--- src/design/uf2x_pkg.sv ---
`timescale 1ns / 1ps
package uf2x_pkg;

  localparam int unsigned BLOCK_WORDS = 128;
  localparam int unsigned POS_W = $clog2(BLOCK_WORDS);
  localparam int unsigned SIZE_WORD = 4;
  localparam int unsigned DATA_WORD = 8;

  localparam logic [31:0] MAGIC_FIRST = 32'h0A32_4655;
  localparam logic [31:0] MAGIC_SECOND = 32'h9E5D_5157;

  localparam int unsigned MAX_PAYLOAD_BYTES_DEF = 476;
  localparam int unsigned LEN_W = 9;

  localparam int unsigned BEAT_BYTES = 8;
  localparam int unsigned BEAT_W = 8 * BEAT_BYTES;
  localparam int unsigned BEAT_CNT_W = 4;

  localparam int unsigned ADDR_W = 24;
  localparam int unsigned CNT_W = 25;
  localparam logic [CNT_W-1:0] REGION_BYTES_RST = CNT_W'(1048576);

  localparam int unsigned CFG_IDX_W = 2;
  localparam int unsigned CFG_DATA_W = 25;
  localparam logic [CFG_IDX_W-1:0] REG_REGION_BASE = 2'd0;
  localparam logic [CFG_IDX_W-1:0] REG_REGION_BYTES = 2'd1;

  // Parser to beat sequencer
  typedef struct packed {
    logic             start;
    logic             clear;
    logic [LEN_W-1:0] len;
  } uf2x_req_t;

  // Store write port
  typedef struct packed {
    logic             en;
    logic [POS_W-1:0] idx;
    logic [31:0]      data;
  } uf2x_wr_t;

endpackage

--- src/design/uf2x_if.sv ---
`timescale 1ns / 1ps
interface uf2x_in_if import uf2x_pkg::*; ();
  logic        valid;
  logic        ready;
  logic [31:0] file_word;
  logic        restart;

  modport source (output valid, file_word, restart, input ready);
  modport sink (input valid, file_word, restart, output ready);
endinterface

interface uf2x_out_if import uf2x_pkg::*; ();
  logic                  valid;
  logic                  ready;
  logic [ADDR_W-1:0]     write_address;
  logic [BEAT_W-1:0]     beat_data;
  logic [BEAT_CNT_W-1:0] beat_bytes;
  logic                  last_of_block;
  logic                  region_full;

  modport source (output valid, write_address, beat_data, beat_bytes, last_of_block,
                  region_full, input ready);
  modport sink (input valid, write_address, beat_data, beat_bytes, last_of_block,
                region_full, output ready);
endinterface

interface uf2x_cfg_if import uf2x_pkg::*; ();
  logic                  valid;
  logic                  ready;
  logic [CFG_IDX_W-1:0]  wr_index;
  logic [CFG_DATA_W-1:0] wr_data;

  modport source (output valid, wr_index, wr_data, input ready);
  modport sink (input valid, wr_index, wr_data, output ready);
endinterface

--- src/design/uf2x_store.sv ---
`timescale 1ns / 1ps
module uf2x_store import uf2x_pkg::*; #(
  parameter int unsigned MAX_PAYLOAD_BYTES = MAX_PAYLOAD_BYTES_DEF,
  localparam int unsigned STORE_DEPTH = (MAX_PAYLOAD_BYTES + 3) / 4,
  localparam int unsigned BANK_DEPTH = (STORE_DEPTH + 1) / 2,
  localparam int unsigned BANK_AW = (BANK_DEPTH > 1) ? $clog2(BANK_DEPTH) : 1
) (
  input  logic                 clk_i,
  input  uf2x_wr_t             wr_i,
  input  logic                 rd_en_i,
  input  logic [BANK_AW-1:0]   rd_addr_i,
  output logic [BEAT_W-1:0]    rd_data_o
);
  // Even payload words in bank 0, odd in bank 1: one beat reads both at the same row
  logic [31:0] even_mem [BANK_DEPTH];
  logic [31:0] odd_mem [BANK_DEPTH];
  logic [31:0] even_q, odd_q;
  logic [BANK_AW-1:0] wr_row;

  assign wr_row = BANK_AW'(wr_i.idx >> 1);

  always_ff @(posedge clk_i) begin
    if (wr_i.en && !wr_i.idx[0]) begin
      even_mem[wr_row] <= wr_i.data;
    end
    if (wr_i.en && wr_i.idx[0]) begin
      odd_mem[wr_row] <= wr_i.data;
    end
  end

  always_ff @(posedge clk_i) begin
    if (rd_en_i) begin
      even_q <= even_mem[rd_addr_i];
      odd_q  <= odd_mem[rd_addr_i];
    end
  end

  assign rd_data_o = {odd_q, even_q};
endmodule

--- src/design/uf2x_parser.sv ---
`timescale 1ns / 1ps
module uf2x_parser import uf2x_pkg::*; #(
  parameter int unsigned MAX_PAYLOAD_BYTES = MAX_PAYLOAD_BYTES_DEF
) (
  input  logic        clk_i,
  input  logic        rst_ni,
  uf2x_in_if.sink     file_i,
  input  logic        busy_i,
  output uf2x_req_t   req_o,
  output uf2x_wr_t    wr_o
);
  localparam int unsigned STORE_DEPTH = (MAX_PAYLOAD_BYTES + 3) / 4;

  logic             accept;
  logic [POS_W-1:0] pos_q, pos_d, pos;
  logic             magic_q, magic_d;
  logic [LEN_W-1:0] len_q, len_d;
  logic [POS_W-1:0] data_idx;

  assign file_i.ready = !busy_i;
  assign accept = file_i.valid && !busy_i;

  // A restart word is word 0 of a fresh block
  assign pos = file_i.restart ? '0 : pos_q;
  assign data_idx = pos - POS_W'(DATA_WORD);

  always_comb begin
    pos_d   = pos_q;
    magic_d = magic_q;
    len_d   = len_q;
    if (accept) begin
      pos_d = pos + 1'b1;
      if (pos == '0) begin
        magic_d = (file_i.file_word == MAGIC_FIRST);
      end else if (pos == POS_W'(1)) begin
        magic_d = magic_q && (file_i.file_word == MAGIC_SECOND);
      end else if (pos == POS_W'(SIZE_WORD)) begin
        len_d = (file_i.file_word >= 32'd1 &&
                 file_i.file_word <= 32'(MAX_PAYLOAD_BYTES)) ?
                LEN_W'(file_i.file_word) : '0;
      end
    end
  end

  always_ff @(posedge clk_i or negedge rst_ni) begin
    if (!rst_ni) begin
      pos_q   <= '0;
      magic_q <= 1'b0;
      len_q   <= '0;
    end else begin
      pos_q   <= pos_d;
      magic_q <= magic_d;
      len_q   <= len_d;
    end
  end

  assign wr_o.en   = accept && (pos >= POS_W'(DATA_WORD)) &&
                     (data_idx < POS_W'(STORE_DEPTH));
  assign wr_o.idx  = data_idx;
  assign wr_o.data = file_i.file_word;

  assign req_o.clear = accept && file_i.restart;
  assign req_o.start = accept && (pos == POS_W'(BLOCK_WORDS - 1)) && magic_q &&
                       (len_q != '0);
  assign req_o.len   = len_q;

  assert property (@(posedge clk_i) disable iff (!rst_ni)
    req_o.start |-> !req_o.clear)
    else $error("block end coincides with restart");

  assert property (@(posedge clk_i) disable iff (!rst_ni)
    wr_o.en |=> (pos_q > POS_W'(DATA_WORD)))
    else $error("payload write outside data words");

  assert property (@(posedge clk_i) disable iff (!rst_ni)
    req_o.start |=> (pos_q == '0))
    else $error("position did not wrap after block end");
endmodule

--- src/design/uf2x_drain.sv ---
`timescale 1ns / 1ps
module uf2x_drain import uf2x_pkg::*; #(
  parameter int unsigned MAX_PAYLOAD_BYTES = MAX_PAYLOAD_BYTES_DEF,
  localparam int unsigned STORE_DEPTH = (MAX_PAYLOAD_BYTES + 3) / 4,
  localparam int unsigned BANK_DEPTH = (STORE_DEPTH + 1) / 2,
  localparam int unsigned BANK_AW = (BANK_DEPTH > 1) ? $clog2(BANK_DEPTH) : 1
) (
  input  logic                 clk_i,
  input  logic                 rst_ni,
  input  uf2x_req_t            req_i,
  input  logic [ADDR_W-1:0]    region_base_i,
  input  logic [CNT_W-1:0]     region_bytes_i,
  output logic                 busy_o,
  output logic                 rd_en_o,
  output logic [BANK_AW-1:0]   rd_addr_o,
  input  logic [BEAT_W-1:0]    rd_data_i,
  uf2x_out_if.source           beat_o
);
  localparam logic [1:0] ST_IDLE = 2'd0;
  localparam logic [1:0] ST_READ = 2'd1;
  localparam logic [1:0] ST_LOAD = 2'd2;

  logic [1:0]            state_q, state_d;
  logic [LEN_W-1:0]      rem_q, rem_d;
  logic [BANK_AW-1:0]    idx_q, idx_d;
  logic [CNT_W-1:0]      bw_q, bw_d;
  logic                  stop_q, stop_d;
  logic                  ovld_q, ovld_d;
  logic [ADDR_W-1:0]     addr_q;
  logic [BEAT_W-1:0]     data_q;
  logic [BEAT_CNT_W-1:0] bytes_q;
  logic                  last_q, full_q;

  logic [CNT_W-1:0]      room, len_ext, n;
  logic [BEAT_CNT_W-1:0] take;
  logic [CNT_W-1:0]      bw_next;
  logic                  last_beat, full_beat, load;
  logic [BEAT_W-1:0]     data_m;

  assign room    = region_bytes_i - bw_q;
  assign len_ext = CNT_W'(req_i.len);
  assign n       = (len_ext < room) ? len_ext : room;

  assign last_beat = (rem_q <= LEN_W'(BEAT_BYTES));
  assign take      = last_beat ? BEAT_CNT_W'(rem_q) : BEAT_CNT_W'(BEAT_BYTES);
  assign bw_next   = bw_q + CNT_W'(take);
  assign full_beat = (bw_next >= region_bytes_i);
  assign load      = (state_q == ST_LOAD) && (!ovld_q || beat_o.ready);

  always_comb begin
    for (int k = 0; k < BEAT_BYTES; k++) begin
      data_m[8*k +: 8] = (BEAT_CNT_W'(k) < take) ? rd_data_i[8*k +: 8] : 8'h00;
    end
  end

  always_comb begin
    state_d = state_q;
    rem_d   = rem_q;
    idx_d   = idx_q;
    bw_d    = bw_q;
    stop_d  = stop_q;
    ovld_d  = ovld_q && !beat_o.ready;
    if (req_i.clear) begin
      bw_d   = '0;
      stop_d = 1'b0;
    end
    case (state_q)
      ST_IDLE: begin
        if (req_i.start && !stop_q && (bw_q < region_bytes_i)) begin
          rem_d   = LEN_W'(n);
          idx_d   = '0;
          state_d = ST_READ;
        end
      end
      ST_READ: begin
        state_d = ST_LOAD;
      end
      ST_LOAD: begin
        if (load) begin
          ovld_d = 1'b1;
          bw_d   = bw_next;
          rem_d  = rem_q - LEN_W'(take);
          idx_d  = idx_q + 1'b1;
          if (full_beat) begin
            stop_d = 1'b1;
          end
          state_d = last_beat ? ST_IDLE : ST_READ;
        end
      end
      default: begin
        state_d = ST_IDLE;
      end
    endcase
  end

  always_ff @(posedge clk_i or negedge rst_ni) begin
    if (!rst_ni) begin
      state_q <= ST_IDLE;
      rem_q   <= '0;
      idx_q   <= '0;
      bw_q    <= '0;
      stop_q  <= 1'b0;
      ovld_q  <= 1'b0;
    end else begin
      state_q <= state_d;
      rem_q   <= rem_d;
      idx_q   <= idx_d;
      bw_q    <= bw_d;
      stop_q  <= stop_d;
      ovld_q  <= ovld_d;
    end
  end

  always_ff @(posedge clk_i) begin
    if (load) begin
      addr_q  <= region_base_i + bw_q[ADDR_W-1:0];
      data_q  <= data_m;
      bytes_q <= take;
      last_q  <= last_beat;
      full_q  <= full_beat;
    end
  end

  assign busy_o    = (state_q != ST_IDLE);
  assign rd_en_o   = (state_q == ST_READ);
  assign rd_addr_o = idx_q;

  assign beat_o.valid         = ovld_q;
  assign beat_o.write_address = addr_q;
  assign beat_o.beat_data     = data_q;
  assign beat_o.beat_bytes    = bytes_q;
  assign beat_o.last_of_block = last_q;
  assign beat_o.region_full   = full_q;

  assert property (@(posedge clk_i) disable iff (!rst_ni)
    req_i.start |-> (state_q == ST_IDLE))
    else $error("block end request while draining");

  assert property (@(posedge clk_i) disable iff (!rst_ni)
    ovld_q |-> (bytes_q != '0) && (bytes_q <= BEAT_CNT_W'(BEAT_BYTES)))
    else $error("beat byte count out of range");

  assert property (@(posedge clk_i) disable iff (!rst_ni)
    (ovld_q && full_q) |-> last_q)
    else $error("region full on a beat that is not last");

  assert property (@(posedge clk_i) disable iff (!rst_ni)
    (load && full_beat && !req_i.clear) |=> stop_q)
    else $error("region filled but writing not stopped");
endmodule

--- src/design/uf2_payload_extractor.sv ---
`timescale 1ns / 1ps
// Channel   Dir  Handshake         Payload
// file_i    in   valid / ready     file_word[31:0], restart
// beat_o    out  valid / ready     write_address[23:0], beat_data[63:0], beat_bytes[3:0],
//                                  last_of_block, region_full
// cfg_i     in   valid / ready     wr_index[1:0], wr_data[24:0]
//
// File words are taken one per cycle, while the sequencer is idle, into the banked payload store.
// After the last word of a valid block, input stalls while the sequencer drains
// beats: each beat is a store read, then an output load, up to 60 beats.
// The final beat sits in the output register while the next block streams in.
// rst_ni clears the control state and loads the register defaults; the store
// needs no clearing pass. A stalled beat_o holds the sequencer in its load step.
module uf2_payload_extractor import uf2x_pkg::*; #(
  parameter int unsigned MAX_PAYLOAD_BYTES = MAX_PAYLOAD_BYTES_DEF
) (
  input  logic          clk_i,
  input  logic          rst_ni,
  uf2x_in_if.sink       file_i,
  uf2x_out_if.source    beat_o,
  uf2x_cfg_if.sink      cfg_i
);
  localparam int unsigned STORE_DEPTH = (MAX_PAYLOAD_BYTES + 3) / 4;
  localparam int unsigned BANK_DEPTH = (STORE_DEPTH + 1) / 2;
  localparam int unsigned BANK_AW = (BANK_DEPTH > 1) ? $clog2(BANK_DEPTH) : 1;

  logic [ADDR_W-1:0]  region_base_q;
  logic [CNT_W-1:0]   region_bytes_q;
  uf2x_req_t          req;
  uf2x_wr_t           wr;
  logic               busy;
  logic               rd_en;
  logic [BANK_AW-1:0] rd_addr;
  logic [BEAT_W-1:0]  rd_data;

  // Configuration requests are always taken; writes to unknown indexes drop.
  assign cfg_i.ready = 1'b1;

  always_ff @(posedge clk_i or negedge rst_ni) begin
    if (!rst_ni) begin
      region_base_q  <= '0;
      region_bytes_q <= REGION_BYTES_RST;
    end else if (cfg_i.valid) begin
      case (cfg_i.wr_index)
        REG_REGION_BASE:  region_base_q  <= cfg_i.wr_data[ADDR_W-1:0];
        REG_REGION_BYTES: region_bytes_q <= cfg_i.wr_data[CNT_W-1:0];
        default: begin
        end
      endcase
    end
  end

  // Count words, check magic and size, fill the store
  uf2x_parser #(.MAX_PAYLOAD_BYTES(MAX_PAYLOAD_BYTES)) u_parser (
    .clk_i  (clk_i),
    .rst_ni (rst_ni),
    .file_i (file_i),
    .busy_i (busy),
    .req_o  (req),
    .wr_o   (wr)
  );

  // Payload words, even and odd banks
  uf2x_store #(.MAX_PAYLOAD_BYTES(MAX_PAYLOAD_BYTES)) u_store (
    .clk_i     (clk_i),
    .wr_i      (wr),
    .rd_en_i   (rd_en),
    .rd_addr_i (rd_addr),
    .rd_data_o (rd_data)
  );

  // Cut the payload to the room left and emit beats
  uf2x_drain #(.MAX_PAYLOAD_BYTES(MAX_PAYLOAD_BYTES)) u_drain (
    .clk_i          (clk_i),
    .rst_ni         (rst_ni),
    .req_i          (req),
    .region_base_i  (region_base_q),
    .region_bytes_i (region_bytes_q),
    .busy_o         (busy),
    .rd_en_o        (rd_en),
    .rd_addr_o      (rd_addr),
    .rd_data_i      (rd_data),
    .beat_o         (beat_o)
  );
endmodule

--- src/flat_wrapper.sv ---
// flat-port wrapper written by rule: the top's interface ports become plain ports
module uf2_payload_extractor_flat import uf2x_pkg::*;
#(
  parameter int unsigned MAX_PAYLOAD_BYTES = MAX_PAYLOAD_BYTES_DEF
)
  (clk_i, rst_ni, file_i_valid, file_i_file_word, file_i_restart, file_i_ready, beat_o_valid, beat_o_write_address, beat_o_beat_data, beat_o_beat_bytes, beat_o_last_of_block, beat_o_region_full, beat_o_ready, cfg_i_valid, cfg_i_wr_index, cfg_i_wr_data, cfg_i_ready);
  uf2x_in_if file_i_i ();
  uf2x_out_if beat_o_i ();
  uf2x_cfg_if cfg_i_i ();
  input  logic clk_i;
  input  logic rst_ni;
  input wire logic [$bits(file_i_i.valid)-1:0] file_i_valid;
  input wire logic [$bits(file_i_i.file_word)-1:0] file_i_file_word;
  input wire logic [$bits(file_i_i.restart)-1:0] file_i_restart;
  output wire logic [$bits(file_i_i.ready)-1:0] file_i_ready;
  output wire logic [$bits(beat_o_i.valid)-1:0] beat_o_valid;
  output wire logic [$bits(beat_o_i.write_address)-1:0] beat_o_write_address;
  output wire logic [$bits(beat_o_i.beat_data)-1:0] beat_o_beat_data;
  output wire logic [$bits(beat_o_i.beat_bytes)-1:0] beat_o_beat_bytes;
  output wire logic [$bits(beat_o_i.last_of_block)-1:0] beat_o_last_of_block;
  output wire logic [$bits(beat_o_i.region_full)-1:0] beat_o_region_full;
  input wire logic [$bits(beat_o_i.ready)-1:0] beat_o_ready;
  input wire logic [$bits(cfg_i_i.valid)-1:0] cfg_i_valid;
  input wire logic [$bits(cfg_i_i.wr_index)-1:0] cfg_i_wr_index;
  input wire logic [$bits(cfg_i_i.wr_data)-1:0] cfg_i_wr_data;
  output wire logic [$bits(cfg_i_i.ready)-1:0] cfg_i_ready;
  assign file_i_i.valid = file_i_valid;
  assign file_i_i.file_word = file_i_file_word;
  assign file_i_i.restart = file_i_restart;
  assign file_i_ready = file_i_i.ready;
  assign beat_o_valid = beat_o_i.valid;
  assign beat_o_write_address = beat_o_i.write_address;
  assign beat_o_beat_data = beat_o_i.beat_data;
  assign beat_o_beat_bytes = beat_o_i.beat_bytes;
  assign beat_o_last_of_block = beat_o_i.last_of_block;
  assign beat_o_region_full = beat_o_i.region_full;
  assign beat_o_i.ready = beat_o_ready;
  assign cfg_i_i.valid = cfg_i_valid;
  assign cfg_i_i.wr_index = cfg_i_wr_index;
  assign cfg_i_i.wr_data = cfg_i_wr_data;
  assign cfg_i_ready = cfg_i_i.ready;
  uf2_payload_extractor #(.MAX_PAYLOAD_BYTES(MAX_PAYLOAD_BYTES)) u_core (.clk_i(clk_i), .rst_ni(rst_ni), .file_i(file_i_i), .beat_o(beat_o_i), .cfg_i(cfg_i_i));
endmodule
--- config.mk ---
export PLATFORM = sky130hd
export DESIGN_NAME = uf2_payload_extractor_flat
export DESIGN_NICKNAME = d
export VERILOG_FILES = /design/src/design/uf2x_pkg.sv /design/src/design/uf2x_if.sv /design/src/design/uf2x_store.sv /design/src/design/uf2x_parser.sv /design/src/design/uf2x_drain.sv /design/src/design/uf2_payload_extractor.sv /design/src/flat_wrapper.sv
export SDC_FILE = /design/constraint.sdc
export NUM_CORES = 2
export LEC_CHECK = 0
export ABC_AREA = 1
export BUFFER_PORTS_ARGS = -buffer_cell sky130_fd_sc_hd__buf_2
export CAP_MARGIN = 20
export CORE_MARGIN = 2
export CORE_UTILIZATION = 49
export CTS_BUF_LIST = sky130_fd_sc_hd__clkbuf_2
export DETAILED_ROUTE_END_ITERATION = 12
export PLACE_DENSITY_LB_ADDON = 0.08
export RECOVER_POWER = 25
export SLEW_MARGIN = 0
export SYNTH_ARGS = -nofsm -noshare
export SYNTH_HDL_FRONTEND = slang
export SYNTH_SLANG_ARGS = --single-unit
--- constraint.sdc ---
create_clock -name clk_i -period 4 [get_ports clk_i]
set_input_delay 0.2 -clock clk_i [delete_from_list [all_inputs] [get_ports clk_i]]
set_output_delay 0.2 -clock clk_i [all_outputs]
set_load 0.1 [all_outputs]
==> impl_results.md <==
* Syn avg cell area at approximately 13 um^2
* PwrDens at about 540 nW/um^2
* Netlist Area Pre-Place at 164,000 um^2
* Cell Int Power at ~65 mW
* CP max FO at 12
* Share of layout cells above drive strength 1 at around 18%
* Psw at about 36 mW
* Setup WS post-layout at -0.335 ns
* Port Buffers at 160
* Placement Rows at between 200 and 250
* M1 wire length at approximately 220,000 um
* DR vias at around 120k
* CP dominant cell by count: dlygate4sd3_1
* Most frequent cells in the layout: 3,998 x edfxtp_1, 2,217 x nor2_1, 2,026 x o21ai_0
* Global-route congestion overflow total at 0
* Clk buf depth at 5
* Final Wtd Congestion at between 0.9 and 1
* Routed length on met3 at around 54,000 um
* Core Area at ~330,000 um^2
* Number of primary I/O pins at 162
* Slew HR at -142%
* CP max-delay cell: clkbuf_1
* DRT iter0 DRCs at approximately 14,000
* Worst-path clk slew at between 0.1 and 0.15 ns
* Final instance area at between 150,000 and 200,000 um^2
* Root Buffer: clkbuf_2
* Comb power frac at about a quarter
* Hold Crit Class: in2reg
* Unrepaired setup endpoints after global routing: true
* Routed Wire Length at roughly 560,000 um
* DPL Wire Length at 322,000 um
* Sequential power share at 47.7%
* Combinational family with the most area after synthesis: compound AO/OA/AOI/OAI gates
* Die Y at slightly below 600 um
* Layout area overhead at 14.1%
* Crit share post-route at 108%
* Placed instance area at roughly 170,000 um^2
* Total GRT Usage at between 30 and 40%
* Fin crit period at roughly 4.3 ns
* Final Instance Count excl. Fillers at 19,000
* Final Util at 56.1%
* Compound-gate portion of the synthesized area at a little under an eighth
* Post-route setup TNS at -16.18 ns
* Initial core utilization at 49.2%
* R2r endpoint: u_core.u_drain.stop_q$_DFF_PN0_
* Highest Signal Layer: met5
* Startpoint Class: input port
* Clock power frac at a little over a quarter
* Leakage at around 64 nW
* Xor/xnor share of the synthesized area at less than 1%
* Multiplexer share of the synthesized area at 0%
* Crit path capture type: register
* Reg2reg path depth at 23
* Hold_sp: file_i_valid
* Post-synthesis adder-cell area fraction at less than 1%
* Sequential fraction of the synthesis area at between 70 and 80%
* Die X at about 600 um
* # placed instances at between 15,000 and 20,000
* CTS Buf Count at 1,118
* Clock Skews at slightly above 0.2 ns
* FMAX at 0.231 GHz
* CTS sink cnt at between 4,000 and 5,000
* Hold EP: u_core.u_parser.pos_q[1]$_DFFE_PN0P_
* Largest stage delay, worst path at roughly 1.6 ns
* Synth cell types at 62
* Pre-antenna DRT Iters at 8
* Failing checks: max-capacitance violations, max-slew violations, negative setup slack
* Yosys top cell area share at between 70% and 80%
* Main synth FF type: edfxtp_1
* PnR Total Power at around 100 mW
* Met2 wire length at ~260,000 um
* Mapped Cells at between 10,000 and 15,000
* Ranking of synthesized cells by area: edfxtp_1 73%, o21ai_0 6.2%, nor2_1 5.4%
* Final Net Count at around 14,000
* Sw frac at 35.4%
* Worst-margin pin slew at approximately 3.6 ns
* Vias in the first global route at roughly 110k
* Kind of critical path: in2reg
* Post-synth EDFFs at about 4,000
* Hold Slack at around 0.41 ns
* Status: finished, violations left
* Launch point of the worst reg-to-reg path: u_core.u_drain.rem_q[2]$_DFFE_PN0P_
* Largest net degree at the start of global routing at around 160
* Dominant cell type by area after synthesis: edfxtp_1
* TritonCTS clock tree: done
* Worst-Skew Late Latency at ~2.2 ns
* Post-synth ARST share at 2.68%
* Critical path, cell by cell: dlygate4sd3_1, dlygate4sd3_1, dlygate4sd3_1, buf_4, dlygate4sd3_1, clkbuf_1, nand4_1, nor2_1, nand4_1, dlygate4sd3_1, nor3_1, dlygate4sd3_1, a211oi_1, a21oi_1
* Data arrival time of the critical path at roughly 6.5 ns
* Final setup vio count at around 240
* Yosys synthesis warning count at 0
* Worst vdd ir at 401 uV
* Critical path origin: file_i_file_word[8]
* Final Hold Fails at 0
* Req. time, crit path at about 6.2 ns
* Setup WS pre-CTS at -0.375 ns
* Slew Limit Fails at approximately 1,400
* Commonest non-fill, non-tap cell in the layout: edfxtp_1
* Synth Area in Simple Gates at slightly above 9%
* DR WL/cell at around 29 um
* Die ar. at about 340,000 um^2
* Hold path cells at 7
* Final ANT Viol Nets at 0
* H-Tree Depth at 7
* First-pass GRT wire length at around 780,000 um
* Initial antenna violation count at 46
* Maxcap violations at 28
* Via-to-Cell Ratio at 6.07
* FF-to-FF setup slack at about 0.04 ns
* Yosys reg bits at just over 4,000
* Residual DRC at 0
[layer usage]
layer  global-route usage (%)  up-vias
met5                        0        -
met4                     18.2       10
met3                     7.47     1043
met2                     50.3     6472
met1                     42.9    57800
li1                         -    50100
[sequential cells by signal, indices dropped and copies added (netlist names), 25 cells and up]
signal	cells
u_core.u_store.even_mem	1920
u_core.u_drain.beat_o.beat_data	64
u_core.u_drain.bw_q	25
u_core.u_store.odd_mem	1920
u_core.u_store.even_q	32
u_core.region_bytes_q	25
u_core.u_store.odd_q	32
[power groups by stage]
stage | clock network, mW | registers, mW | logic [mW]
floorplan | 0 | 50.3 | 12.6
global placement | 0 | 49.3 | 24.2
detailed placement | 0 | 49.3 | 24.6
CTS | 28.3 | 48.3 | 25.1
global route | 30.4 | 48.4 | 26.9
finish | 27.7 | 48.3 | 25.3
[critical path, delay by kind of cell]
kind	cells	cell delay, ns
buf+inv	8	5.28
simple gates	4	0.80
compound gates	2	0.18
[cells by family after synthesis]
logic type	count (synthesis)
compound gates	3387
xor+xnor	56
fa+ha+maj	97
buf+inv	1172
flops	4108
other cells	1
simple gates	3778
[cell type report]
type,instances,area (um^2)
Fill cell,27800,146000
Clock inverter,196,1020
Inverter,332,1290
Timing Repair Buffer,1093,11000
Sequential cell,4108,123000
Tap cell,4387,5490
Clock buffer,1559,7800
Multi-Input combinational cell,7321,37700
Antenna cell,28,70.1
[timing repair]
item                                     CTS  global route
hold endpoints to repair                7994             0
buffers inserted                          13            12
cloned                                     0             1
hold buffers                             299             0
endpoints found under the setup margin     3          1072
pin swaps                                 22            21
resized for setup                         28            29
[worst max-delay path by stage]
stage | endpoint | slack (ns) | cells past startpoint
floorplan | u_core.u_drain.beat_o.region_full$_DFFE_PP_ | -0.04 | 23
CTS | u_core.u_drain.stop_q$_DFF_PN0_ | 0.006 | 25
global route | u_core.u_drain.stop_q$_DFF_PN0_ | -0.25 | 23
global placement | u_core.u_drain.beat_o.region_full$_DFFE_PP_ | -0.54 | 24
detailed placement | u_core.u_drain.beat_o.region_full$_DFFE_PP_ | -0.37 | 24
finish | u_core.u_parser.magic_q$_DFFE_PN0P_ | -0.33 | 14
[Yosys cell counts (3+ instances only)]
master / instances
fa_1: 3
nor2_1: 2354
nand2_2: 10
ha_1: 94
clkbuf_1: 570
a32oi_1: 4
edfxtp_1: 3998
o22ai_1: 522
nand3_1: 367
nand2_1: 859
o211a_1: 4
a211oi_1: 13
clkinv_1: 4
nor4_1: 34
buf_1: 38
or2_2: 3
xnor2_1: 11
nand4_1: 80
a31oi_1: 79
o32ai_1: 3
xor2_1: 44
buf_2: 204
nor2_2: 12
inv_2: 14
a21o_1: 3
a21oi_1: 221
o21ai_1: 38
inv_1: 314
o21ai_0: 2028
nor3_1: 36
o31ai_1: 4
a311oi_1: 6
nand3b_1: 5
dfrtp_1: 109
o211ai_1: 66
buf_6: 13
o221ai_1: 377
o21bai_1: 3
a32o_1: 7
nor3_2: 4
buf_4: 15
Note: power is estimated with default switching activity, not from simulation.
